`src/rtl/core/triggered_delay_pulse_generator_core_assert.svh`:
```
// ----------------------------------------------------------------------------
// Assertion macros for the triggered delay pulse generator core
// Concurrent checks clocked on clk, held off while rst_n is low.
// ----------------------------------------------------------------------------
`ifndef TRIGGERED_DELAY_PULSE_GENERATOR_CORE_ASSERT_SVH
`define TRIGGERED_DELAY_PULSE_GENERATOR_CORE_ASSERT_SVH

// Same-cycle implication
`define TDPG_ASSERT_NOW(lbl, ante, cons, msg) \
  lbl: assert property (@(posedge clk) disable iff (!rst_n) (ante) |-> (cons)) \
    else $error(msg);

// Next-cycle implication
`define TDPG_ASSERT_NEXT(lbl, ante, cons, msg) \
  lbl: assert property (@(posedge clk) disable iff (!rst_n) (ante) |=> (cons)) \
    else $error(msg);

`endif

```
`src/rtl/core/tdpg_pkg.sv`:
```
`timescale 1ns / 1ps
// ----------------------------------------------------------------------------
// tdpg_pkg
// Types and constants shared by the triggered delay pulse generator files.
// ----------------------------------------------------------------------------
package tdpg_pkg;

  localparam int unsigned CNT_W   = 32;  // delay, width and timeout counters
  localparam int unsigned TRY_W   = 16;  // repeat index, sweep step and repeat count registers
  localparam int unsigned CFG_W   = 32;  // widest configuration register
  localparam int unsigned CFG_IDX_W = 3;

  typedef enum logic [2:0] {
    OP_TICK   = 3'd0,
    OP_ARM    = 3'd1,
    OP_DISARM = 3'd2,
    OP_FIRE   = 3'd3,
    OP_SWEEP  = 3'd4,
    OP_ABORT  = 3'd5
  } opcode_t;

  typedef enum logic [2:0] {
    EV_NONE      = 3'd0,
    EV_DONE      = 3'd1,
    EV_TIMEOUT   = 3'd2,
    EV_NOT_ARMED = 3'd3,
    EV_SWEEP_END = 3'd4,
    EV_ABORTED   = 3'd5
  } event_t;

  typedef enum logic [2:0] {
    PH_IDLE      = 3'd0,
    PH_WAIT_A    = 3'd1,
    PH_WAIT_B    = 3'd2,
    PH_DELAY     = 3'd3,
    PH_PULSE     = 3'd4,
    PH_SWEEP_END = 3'd5
  } phase_t;

  typedef enum logic [CFG_IDX_W-1:0] {
    CFG_DELAY     = 3'd0,
    CFG_WIDTH     = 3'd1,
    CFG_EDGE_MODE = 3'd2,
    CFG_TIMEOUT   = 3'd3,
    CFG_SW_FIRST  = 3'd4,
    CFG_SW_LAST   = 3'd5,
    CFG_SW_INC    = 3'd6,
    CFG_SW_REPS   = 3'd7
  } cfg_reg_t;

  localparam logic [1:0] MODE_MANUAL = 2'd0;
  localparam logic [1:0] MODE_RISE   = 2'd1;
  localparam logic [1:0] MODE_FALL   = 2'd2;

  // Register reset values
  localparam logic [CNT_W-1:0] RST_DELAY   = 32'd100;
  localparam logic [CNT_W-1:0] RST_WIDTH   = 32'd10;
  localparam logic [CNT_W-1:0] RST_TIMEOUT = 32'd15000000;
  localparam logic [CNT_W-1:0] RST_SW_LAST = 32'd100;
  localparam logic [TRY_W-1:0] RST_SW_INC  = 16'd1;
  localparam logic [TRY_W-1:0] RST_SW_REPS = 16'd1;

  // Zero counts as one
  function automatic logic [CNT_W-1:0] at_least_one(input logic [CNT_W-1:0] v);
    return (v == '0) ? CNT_W'(1) : v;
  endfunction

endpackage

```
`src/rtl/core/tdpg_in_if.sv`:
```
`timescale 1ns / 1ps
// ----------------------------------------------------------------------------
// tdpg_in_if
// Input channel: one item per tick carrying opcode and trigger level.
// ----------------------------------------------------------------------------
interface tdpg_in_if;
  logic       valid;
  logic       ready;
  logic [2:0] opcode;
  logic       trigger_level;

  modport source (output valid, output opcode, output trigger_level, input ready);
  modport sink   (input valid, input opcode, input trigger_level, output ready);
endinterface

```
`src/rtl/core/tdpg_out_if.sv`:
```
`timescale 1ns / 1ps
// ----------------------------------------------------------------------------
// tdpg_out_if
// Result channel: pulse level, trigger drive, event report and status.
// ----------------------------------------------------------------------------
interface tdpg_out_if;
  logic        valid;
  logic        ready;
  logic        pulse_out;
  logic        trigger_drive;
  logic [2:0]  event_code;
  logic [31:0] event_delay;
  logic [15:0] event_try;
  logic        busy_res;
  logic        armed_flag;

  modport source (output valid, output pulse_out, output trigger_drive, output event_code,
                  output event_delay, output event_try, output busy_res,
                  output armed_flag, input ready);
  modport sink   (input valid, input pulse_out, input trigger_drive, input event_code,
                  input event_delay, input event_try, input busy_res,
                  input armed_flag, output ready);
endinterface

```
`src/rtl/core/triggered_delay_pulse_generator_core.sv`:
```
`timescale 1ns / 1ps
// ----------------------------------------------------------------------------
// triggered_delay_pulse_generator_core
// Armed delay/pulse generator with edge trigger, timeout and delay sweep.
// ----------------------------------------------------------------------------
// Each input item is one tick. The block takes one item per clock cycle while
// the result channel is not stalled, and returns one result item per input
// item: the item lands in an input register, one pass of next-state logic
// (counter decrement, timeout compare, sweep step add and compare) updates the
// state and fills the result register. A stalled result channel holds both
// stages and then drops in_chan.ready. Configuration is written through
// cfg_we / cfg_idx / cfg_wdata and is taken live by the next processed item.
// ----------------------------------------------------------------------------
module triggered_delay_pulse_generator_core
  import tdpg_pkg::*;
(
  input  logic                 clk,
  input  logic                 rst_n,
  tdpg_in_if.sink              in_chan,
  tdpg_out_if.source           out_chan,
  input  logic                 cfg_we,
  input  logic [CFG_IDX_W-1:0] cfg_idx,
  input  logic [CFG_W-1:0]     cfg_wdata
);

`include "triggered_delay_pulse_generator_core_assert.svh"

  // Configuration registers
  logic [CNT_W-1:0] delay_r, width_r, timeout_r, sw_first_r, sw_last_r;
  logic [1:0]       edge_mode_r;
  logic [TRY_W-1:0] sw_inc_r, sw_reps_r;

  // Operation state
  phase_t           phase_r, phase_nxt;
  logic             armed_r, armed_nxt;
  logic [CNT_W-1:0] cnt_r, cnt_nxt;
  logic [CNT_W-1:0] tmr_r, tmr_nxt;
  logic [CNT_W-1:0] cur_r, cur_nxt;
  logic [TRY_W-1:0] rep_r, rep_nxt;
  logic             swp_r, swp_nxt;

  // Input stage
  logic             s1_v_r;
  opcode_t          s1_op_r;
  logic             s1_lvl_r;

  // Result stage
  logic             out_v_r;
  logic             pulse_r, pulse_nxt;
  logic             tdrv_r, tdrv_nxt;
  event_t           ev_r, ev_nxt;
  logic [CNT_W-1:0] evd_r, evd_nxt;
  logic [TRY_W-1:0] evt_r, evt_nxt;
  logic             busy_r, busy_nxt;
  logic             armf_r, armf_nxt;

  logic in_acc, adv, step_en, manual;

  assign manual  = (edge_mode_r != MODE_RISE) && (edge_mode_r != MODE_FALL);
  assign adv     = !out_v_r || out_chan.ready;
  assign in_chan.ready = !s1_v_r || adv;
  assign in_acc  = in_chan.valid && in_chan.ready;
  assign step_en = s1_v_r && adv;

  // Write configuration
  always_ff @(posedge clk) begin
    if (!rst_n) begin
      delay_r     <= RST_DELAY;
      width_r     <= RST_WIDTH;
      edge_mode_r <= MODE_MANUAL;
      timeout_r   <= RST_TIMEOUT;
      sw_first_r  <= '0;
      sw_last_r   <= RST_SW_LAST;
      sw_inc_r    <= RST_SW_INC;
      sw_reps_r   <= RST_SW_REPS;
    end else if (cfg_we) begin
      unique case (cfg_reg_t'(cfg_idx))
        CFG_DELAY:     delay_r     <= cfg_wdata;
        CFG_WIDTH:     width_r     <= cfg_wdata;
        CFG_EDGE_MODE: edge_mode_r <= cfg_wdata[1:0];
        CFG_TIMEOUT:   timeout_r   <= cfg_wdata;
        CFG_SW_FIRST:  sw_first_r  <= cfg_wdata;
        CFG_SW_LAST:   sw_last_r   <= cfg_wdata;
        CFG_SW_INC:    sw_inc_r    <= cfg_wdata[TRY_W-1:0];
        CFG_SW_REPS:   sw_reps_r   <= cfg_wdata[TRY_W-1:0];
        default: ;
      endcase
    end
  end

  // Next state: advance the running operation, then apply the opcode
  always_comb begin
    logic             pa, pb, fin, start, was_busy;
    event_t           fin_code;
    logic [CNT_W-1:0] dec;
    logic [TRY_W-1:0] rep_inc;
    logic [TRY_W-1:0] step;
    logic [CNT_W:0]   next_d;

    phase_nxt = phase_r;
    armed_nxt = armed_r;
    cnt_nxt   = cnt_r;
    tmr_nxt   = tmr_r;
    cur_nxt   = cur_r;
    rep_nxt   = rep_r;
    swp_nxt   = swp_r;
    ev_nxt    = EV_NONE;
    evd_nxt   = '0;
    evt_nxt   = '0;
    fin       = 1'b0;
    fin_code  = EV_NONE;
    start     = 1'b0;
    was_busy  = (phase_r != PH_IDLE);
    dec       = (cnt_r != '0) ? cnt_r - CNT_W'(1) : '0;
    pa        = (edge_mode_r != MODE_RISE);
    pb        = (edge_mode_r != MODE_FALL);

    unique case (phase_r)
      PH_WAIT_A, PH_WAIT_B: begin
        if (phase_r == PH_WAIT_B && s1_lvl_r == pb) begin
          phase_nxt = PH_DELAY;
          cnt_nxt   = at_least_one(cur_r);
        end else begin
          if (phase_r == PH_WAIT_A && s1_lvl_r == pa) begin
            phase_nxt = PH_WAIT_B;
          end
          tmr_nxt = (tmr_r != '1) ? tmr_r + CNT_W'(1) : tmr_r;
          if (tmr_nxt >= timeout_r) begin
            fin      = 1'b1;
            fin_code = EV_TIMEOUT;
          end
        end
      end
      PH_DELAY: begin
        if (dec == '0) begin
          phase_nxt = PH_PULSE;
          cnt_nxt   = at_least_one(width_r);
        end else begin
          cnt_nxt = dec;
        end
      end
      PH_PULSE: begin
        cnt_nxt = dec;
        if (dec == '0) begin
          fin      = 1'b1;
          fin_code = EV_DONE;
        end
      end
      PH_SWEEP_END: begin
        phase_nxt = PH_IDLE;
        swp_nxt   = 1'b0;
        ev_nxt    = EV_SWEEP_END;
      end
      default: phase_nxt = PH_IDLE;
    endcase

    // Finish a fire: report, then repeat the point, move to the next sweep point or stop
    rep_inc = rep_r + TRY_W'(1);
    step    = (sw_inc_r == '0) ? TRY_W'(1) : sw_inc_r;
    next_d  = {1'b0, cur_r} + (CNT_W+1)'(step);
    if (fin) begin
      ev_nxt  = fin_code;
      evd_nxt = cur_r;
      evt_nxt = rep_r;
      if (!swp_r) begin
        phase_nxt = PH_IDLE;
      end else if (rep_inc >= sw_reps_r || rep_inc == '0) begin
        rep_nxt = '0;
        if (next_d > {1'b0, sw_last_r}) begin
          phase_nxt = PH_SWEEP_END;
        end else begin
          cur_nxt = next_d[CNT_W-1:0];
          start   = 1'b1;
        end
      end else begin
        rep_nxt = rep_inc;
        start   = 1'b1;
      end
    end

    // Apply the opcode
    case (s1_op_r)
      OP_ARM: armed_nxt = 1'b1;
      OP_DISARM, OP_ABORT: begin
        if (s1_op_r == OP_DISARM) begin
          armed_nxt = 1'b0;
        end
        if (phase_nxt != PH_IDLE || start) begin
          phase_nxt = PH_IDLE;
          swp_nxt   = 1'b0;
          cnt_nxt   = '0;
          tmr_nxt   = '0;
          rep_nxt   = '0;
          start     = 1'b0;
          ev_nxt    = EV_ABORTED;
        end
      end
      OP_FIRE, OP_SWEEP: begin
        if (!was_busy) begin
          if (!armed_r) begin
            ev_nxt = EV_NOT_ARMED;
          end else begin
            rep_nxt = '0;
            if (s1_op_r == OP_FIRE) begin
              swp_nxt = 1'b0;
              cur_nxt = delay_r;
              start   = 1'b1;
            end else if (sw_reps_r == '0 || sw_first_r > sw_last_r) begin
              ev_nxt = EV_SWEEP_END;
            end else begin
              swp_nxt = 1'b1;
              cur_nxt = sw_first_r;
              start   = 1'b1;
            end
          end
        end
      end
      default: ;
    endcase

    // Launch a fire
    if (start) begin
      if (manual) begin
        phase_nxt = PH_DELAY;
        cnt_nxt   = at_least_one(cur_nxt);
      end else begin
        phase_nxt = PH_WAIT_A;
        tmr_nxt   = '0;
      end
    end

    // Fire identity only goes with done or timeout
    if (ev_nxt != EV_DONE && ev_nxt != EV_TIMEOUT) begin
      evd_nxt = '0;
      evt_nxt = '0;
    end
  end

  // Result fields from the new state
  always_comb begin
    pulse_nxt = (phase_nxt == PH_PULSE);
    busy_nxt  = (phase_nxt != PH_IDLE);
    tdrv_nxt  = busy_nxt && manual;
    armf_nxt  = armed_nxt;
  end

  // Hold operation state
  always_ff @(posedge clk) begin
    if (!rst_n) begin
      phase_r <= PH_IDLE;
      armed_r <= 1'b0;
      cnt_r   <= '0;
      tmr_r   <= '0;
      cur_r   <= '0;
      rep_r   <= '0;
      swp_r   <= 1'b0;
    end else if (step_en) begin
      phase_r <= phase_nxt;
      armed_r <= armed_nxt;
      cnt_r   <= cnt_nxt;
      tmr_r   <= tmr_nxt;
      cur_r   <= cur_nxt;
      rep_r   <= rep_nxt;
      swp_r   <= swp_nxt;
    end
  end

  // Input stage valid
  always_ff @(posedge clk) begin
    if (!rst_n) begin
      s1_v_r <= 1'b0;
    end else if (in_acc) begin
      s1_v_r <= 1'b1;
    end else if (adv) begin
      s1_v_r <= 1'b0;
    end
  end

  // Capture the item
  always_ff @(posedge clk) begin
    if (in_acc) begin
      s1_op_r  <= opcode_t'(in_chan.opcode);
      s1_lvl_r <= in_chan.trigger_level;
    end
  end

  // Result stage valid
  always_ff @(posedge clk) begin
    if (!rst_n) begin
      out_v_r <= 1'b0;
    end else if (adv) begin
      out_v_r <= s1_v_r;
    end
  end

  // Load the result
  always_ff @(posedge clk) begin
    if (step_en) begin
      pulse_r <= pulse_nxt;
      tdrv_r  <= tdrv_nxt;
      ev_r    <= ev_nxt;
      evd_r   <= evd_nxt;
      evt_r   <= evt_nxt;
      busy_r  <= busy_nxt;
      armf_r  <= armf_nxt;
    end
  end

  assign out_chan.valid         = out_v_r;
  assign out_chan.pulse_out     = pulse_r;
  assign out_chan.trigger_drive = tdrv_r;
  assign out_chan.event_code    = ev_r;
  assign out_chan.event_delay   = evd_r;
  assign out_chan.event_try     = evt_r;
  assign out_chan.busy_res      = busy_r;
  assign out_chan.armed_flag    = armf_r;

  // Checks
  `TDPG_ASSERT_NOW(a_busy_needs_armed, phase_r != PH_IDLE, armed_r,
                   "operation running while disarmed")
  `TDPG_ASSERT_NOW(a_sweep_not_idle, swp_r, phase_r != PH_IDLE,
                   "sweep flag set with no operation running")
  `TDPG_ASSERT_NOW(a_ready_only_on_stall, !in_chan.ready,
                   s1_v_r && out_v_r && !out_chan.ready,
                   "input stalled without a blocked result")
  `TDPG_ASSERT_NEXT(a_step_loads_result, step_en, out_v_r,
                    "processed item did not reach the result register")

endmodule

```
`src/flat_wrapper.sv`:
```
// flat-port wrapper written by rule: the top's interface ports become plain ports
module triggered_delay_pulse_generator_core_flat import tdpg_pkg::*;
  (clk, rst_n, cfg_we, cfg_idx, cfg_wdata, in_chan_valid, in_chan_opcode, in_chan_trigger_level, in_chan_ready, out_chan_valid, out_chan_pulse_out, out_chan_trigger_drive, out_chan_event_code, out_chan_event_delay, out_chan_event_try, out_chan_busy_res, out_chan_armed_flag, out_chan_ready);
  tdpg_in_if in_chan_i ();
  tdpg_out_if out_chan_i ();
  input  logic clk;
  input  logic rst_n;
  input  logic cfg_we;
  input  logic [CFG_IDX_W-1:0] cfg_idx;
  input  logic [CFG_W-1:0] cfg_wdata;
  input wire logic [$bits(in_chan_i.valid)-1:0] in_chan_valid;
  input wire logic [$bits(in_chan_i.opcode)-1:0] in_chan_opcode;
  input wire logic [$bits(in_chan_i.trigger_level)-1:0] in_chan_trigger_level;
  output wire logic [$bits(in_chan_i.ready)-1:0] in_chan_ready;
  output wire logic [$bits(out_chan_i.valid)-1:0] out_chan_valid;
  output wire logic [$bits(out_chan_i.pulse_out)-1:0] out_chan_pulse_out;
  output wire logic [$bits(out_chan_i.trigger_drive)-1:0] out_chan_trigger_drive;
  output wire logic [$bits(out_chan_i.event_code)-1:0] out_chan_event_code;
  output wire logic [$bits(out_chan_i.event_delay)-1:0] out_chan_event_delay;
  output wire logic [$bits(out_chan_i.event_try)-1:0] out_chan_event_try;
  output wire logic [$bits(out_chan_i.busy_res)-1:0] out_chan_busy_res;
  output wire logic [$bits(out_chan_i.armed_flag)-1:0] out_chan_armed_flag;
  input wire logic [$bits(out_chan_i.ready)-1:0] out_chan_ready;
  assign in_chan_i.valid = in_chan_valid;
  assign in_chan_i.opcode = in_chan_opcode;
  assign in_chan_i.trigger_level = in_chan_trigger_level;
  assign in_chan_ready = in_chan_i.ready;
  assign out_chan_valid = out_chan_i.valid;
  assign out_chan_pulse_out = out_chan_i.pulse_out;
  assign out_chan_trigger_drive = out_chan_i.trigger_drive;
  assign out_chan_event_code = out_chan_i.event_code;
  assign out_chan_event_delay = out_chan_i.event_delay;
  assign out_chan_event_try = out_chan_i.event_try;
  assign out_chan_busy_res = out_chan_i.busy_res;
  assign out_chan_armed_flag = out_chan_i.armed_flag;
  assign out_chan_i.ready = out_chan_ready;
  triggered_delay_pulse_generator_core u_core (.clk(clk), .rst_n(rst_n), .in_chan(in_chan_i), .out_chan(out_chan_i), .cfg_we(cfg_we), .cfg_idx(cfg_idx), .cfg_wdata(cfg_wdata));
endmodule
```
`config.mk`:
```
export PLATFORM = sky130hd
export DESIGN_NAME = triggered_delay_pulse_generator_core_flat
export DESIGN_NICKNAME = d
export VERILOG_FILES = /design/src/rtl/core/tdpg_pkg.sv /design/src/rtl/core/tdpg_in_if.sv /design/src/rtl/core/tdpg_out_if.sv /design/src/rtl/core/triggered_delay_pulse_generator_core.sv /design/src/flat_wrapper.sv
export VERILOG_INCLUDE_DIRS = /design/src /design/src/rtl/core
export SDC_FILE = /design/constraint.sdc
export NUM_CORES = 1
export LEC_CHECK = 0
export BUFFER_PORTS_ARGS = -buffer_cell sky130_fd_sc_hd__buf_2
export CAP_MARGIN = 20
export CORE_MARGIN = 1
export CORE_UTILIZATION = 25
export DETAILED_ROUTE_END_ITERATION = 10
export HOLD_SLACK_MARGIN = 0.06
export PLACE_DENSITY = 0.36
export SLEW_MARGIN = 25
export SYNTH_ARGS = -nofsm -noshare
export SYNTH_HDL_FRONTEND = slang
export SYNTH_SLANG_ARGS = --single-unit
```
`constraint.sdc`:
```
create_clock -name clk -period 14.6 [get_ports clk]
set_input_delay 1.46 -clock clk [delete_from_list [all_inputs] [get_ports clk]]
set_output_delay 1.46 -clock clk [all_outputs]
set_load 0.02 [all_outputs]
```
==> reports/metrics.yaml <==
outcome:
  status: "finished clean"
floorplanning:
  die_w_um: 298
  pin_count: 101
  start_util_pct: 25.3
  fp.dieArea_um2: 89000
  die_h_um: 298
  core_um2: 86900
  rows: 108
synthesis:
  synth-seq-cells: 372
  synth_cells: 2852
  synth_area_um2: 22000
  syn_avg_cell_area_um2: 7.70
  synthTopCellsByArea: "dfxtp_1 29%, nand2_1 8.9%, a21oi_1 8.2%"
  synth_ff_type: "dfxtp_1"
  synth_edf_count: 59
  async_reset_ff_share_pct: 0
  yosysWarningCount: 0
  ys_seq_area_share_pct: 36.6
  yosysMostFrequentCell: "nand2_1"
  netlist.area_leader.share_pct: 28.5
  synth_cell_types: 91
  synthTopCellsByCount: "519 x nand2_1, 358 x a21oi_1, 313 x dfxtp_1, 197 x nor2_1, 183 x clkbuf_1"
  yosys.area.top_type: "dfxtp_1"
  syn_nets: 3030
drt:
  initialDrtViolationCount: 1857
  avgViaCountPerCell: 5.30
  wl_um: 98100
  dr.pass1.iters: 5
  final_antenna_net_count: 0
  drc: 0
  routedWlPerCell_um: 24.3
  vias: 21400
timing:
  grt_setup_unrepaired: "no"
  final-setup-viol-count: 0
  holdWs_ns: 0.453
  tightestPinTransition_ns: 1.02
  max_freq_ghz: 0.133
  slew_viol_final: 0
  fin_crit_ns: 7.54
  finClkSkew_ns: 0.0350
  finalHoldViolations: 0
  relSlewSlack_pct: 32.3
  fin_setup_tns_ns: 0
  period_share_pct: 51.6
clock_network:
  htree_levels: 2
  cts_made_buffers: 48
  cts.sinks: 372
  clock_path_buffers: 3
  cts-root-buf: "clkbuf_16"
  holdBufCountCts: 0
  cts_setup_buffers: 0
  clkLatencyLatePin_ns: 0.62
  cts_resized: 0
  cts_tree: "done"
  clk_pin_slew_ns: 0.06
min_path:
  whs_path_depth: 2
  hp-class: "reg2reg"
  hold_start: "u_core.timeout_r[26]"
  hold_path_end: "u_core.timeout_r[26]"
placement:
  placement.io_buffers: 100
  gp_congestion: 0.916
  dp_hpwl_um: 71500
worst_setup_path:
  crit_fanout: 17
  cp_num_buf_inv: 0
  cp_cell_sequence: "and3_1, nand4_1, nor4_1, nand3_1, nor3b_1, nand2b_1, nor2_1, nand2_1, nor2_1, nand3_1, xnor2_1, ha_1, nand4_1, or3_1, o22ai_1, or2_1, nand2_2, a311oi_2, nor4b_1, or4bb_1, nor4_2, a31o_1"
  cpPeakStageDelay_ns: 0.77
  required_ns: 15.16
  critPathTopFamily: "simple AND/OR/NAND/NOR gates"
  r2r_slack_ns: 7.06
  r2r-start: "u_core.tmr_r[9]"
  end_kind: "flop"
  rr_worst_depth: 22
  crit_path_start_kind: "flop"
  cpMaxStageDelayCell: "nor3b_1"
  worstSetupPathType: "reg2reg"
  rr_endpoint: "u_core.cnt_r[0]"
  worstPathArrival_ns: 8.10
flow_run:
  maxCapViolCount: 0
pwr:
  power_leakage_nw: 9.10
  ir_drop_v: 0.0000770
  power_density_nw_per_um2: 110
  total_power_w: 0.00277
cells_and_area:
  synthToLayoutAreaGrowth_pct: 14.8
  utilization_pct: 29.0
  drive_gt1_share_pct: 9.68
  nets: 3012
global_routing:
  grt_pass1_wl_um: 145000
  grt_antenna_before_repair: 1
  grt_usage_pct: 21.7
  grt_pass1_vias: 20700
  grt.overflow.total: 0
  grt_max_degree: 117
-- metrics by stage --
step	instances	cell area (um2)	setup WS, ns
floorplan	2852	22000	9.05
global placement	3937	23500	7.19
detailed placement	3939	23500	7.18
CTS	4028	25200	7.13
global route	4028	25200	6.58
finish	4030	25200	7.06
-- flip-flops by register name, summed over array words and instances, names as in the netlist, 2 cells and up --
| signal | cells |
|---|---|
| u_core.cnt_r | 32 |
| u_core.cur_r | 32 |
| u_core.delay_r | 32 |
| u_core.edge_mode_r | 2 |
| u_core.out_chan.event_code | 3 |
| u_core.out_chan.event_delay | 32 |
| u_core.out_chan.event_try | 16 |
| u_core.phase_r | 3 |
| u_core.rep_r | 16 |
| u_core.s1_op_r | 3 |
| u_core.sw_first_r | 32 |
| u_core.sw_inc_r | 16 |
| u_core.sw_last_r | 32 |
| u_core.sw_reps_r | 16 |
| u_core.timeout_r | 32 |
| u_core.tmr_r | 32 |
| u_core.width_r | 32 |
-- layout make-up --
cell class | count | area, um2
Inverter | 110 | 423
Clock inverter | 23 | 283
Timing Repair Buffer | 142 | 843
Antenna cell | 2 | 5.00
Sequential cell | 372 | 8040
Fill cell | 9341 | 61700
Tap cell | 1155 | 1450
Multi-Input combinational cell | 2160 | 12800
Clock buffer | 66 | 1380
-- report_power, final --
part | leakage [nW] | total [W] | switching [W] | internal [W]
registers | 3.09 | 0.00113 | 0.0000540 | 0.00107
clock network | 0.820 | 0.00127 | 0.000517 | 0.000753
logic | 5.19 | 0.000373 | 0.000258 | 0.000115
-- cell usage in the layout, fill, tap and decap left out, types with 8 or more instances in the layout --
master     count
clkbuf_1       9
a21oi_1      358
nor2b_1       10
nand3_1       80
or3_1         20
a31oi_1       34
buf_4         40
ha_1         133
o21ai_0      120
nand2_1      517
dfxtp_1      313
a221o_1       22
and3_1        21
a22oi_1       32
nand3b_1      10
nor2_1       192
xor2_1        22
o211ai_1      26
nand4_1       39
nor3_1        73
inv_1        108
or2_2         11
nand2b_1      14
a211oi_1      39
o22ai_1       11
o21a_1        14
a221oi_1      23
xnor2_1       64
buf_2        100
edfxtp_1      59
and2_1        57
nor4_1        41
and4_1         8
clkinv_2      12
clkbuf_16     50
o221ai_1      15
a21o_1        22
-- how the worst max path moves through the flow --
stage          slack [ns]               end               start  depth (start not counted)
6_report             7.06   u_core.cnt_r[0]     u_core.tmr_r[9]                         22
3_3_place_gp         7.19  u_core.tmr_r[20]     u_core.tmr_r[9]                         22
3_5_place_dp         7.18   u_core.cnt_r[0]     u_core.tmr_r[9]                         22
5_1_grt              6.58   u_core.cnt_r[0]     u_core.tmr_r[9]                         22
2_1_floorplan        9.05   u_core.cnt_r[0]  u_core.sw_inc_r[7]                         26
4_1_cts              7.13   u_core.cnt_r[0]     u_core.tmr_r[9]                         22
-- cells by family after synthesis --
family	Yosys count	share of synthesized area, %
and+or+nand+nor	1149	24.4
AOI/OAI and AO/OA	787	22.1
muxes	3	0.148
DFF	372	36.6
adders and majority gates	134	7.67
xor gates and xnor gates	87	3.47
buffers and inverters	320	5.61
-- worst register-to-register path, cell delays in order (launching register included) --
cell and delay, ns:
dfxtp_1 0.33, and3_1 0.23, nand4_1 0.19, nor4_1 0.11
nand3_1 0.23, nor3b_1 0.77, nand2b_1 0.23, nor2_1 0.39
nand2_1 0.21, nor2_1 0.30, nand3_1 0.19, xnor2_1 0.16
ha_1 0.30, nand4_1 0.08, or3_1 0.35, o22ai_1 0.69
or2_1 0.39, nand2_2 0.30, a311oi_2 0.61, nor4b_1 0.43
or4bb_1 0.45, nor4_2 0.33, a31o_1 0.18
-- routing by layer --
metal / wire length, um / vias up / track usage (%)
met4: 2720 / 0 / 6.09
met1: 45800 / 10500 / 29.9
met5: 0 / - / 0
met3: 5060 / 118 / 2.87
li1: - / 10100 / -
met2: 44600 / 607 / 35.1
(Power assumes the default switching activity.)
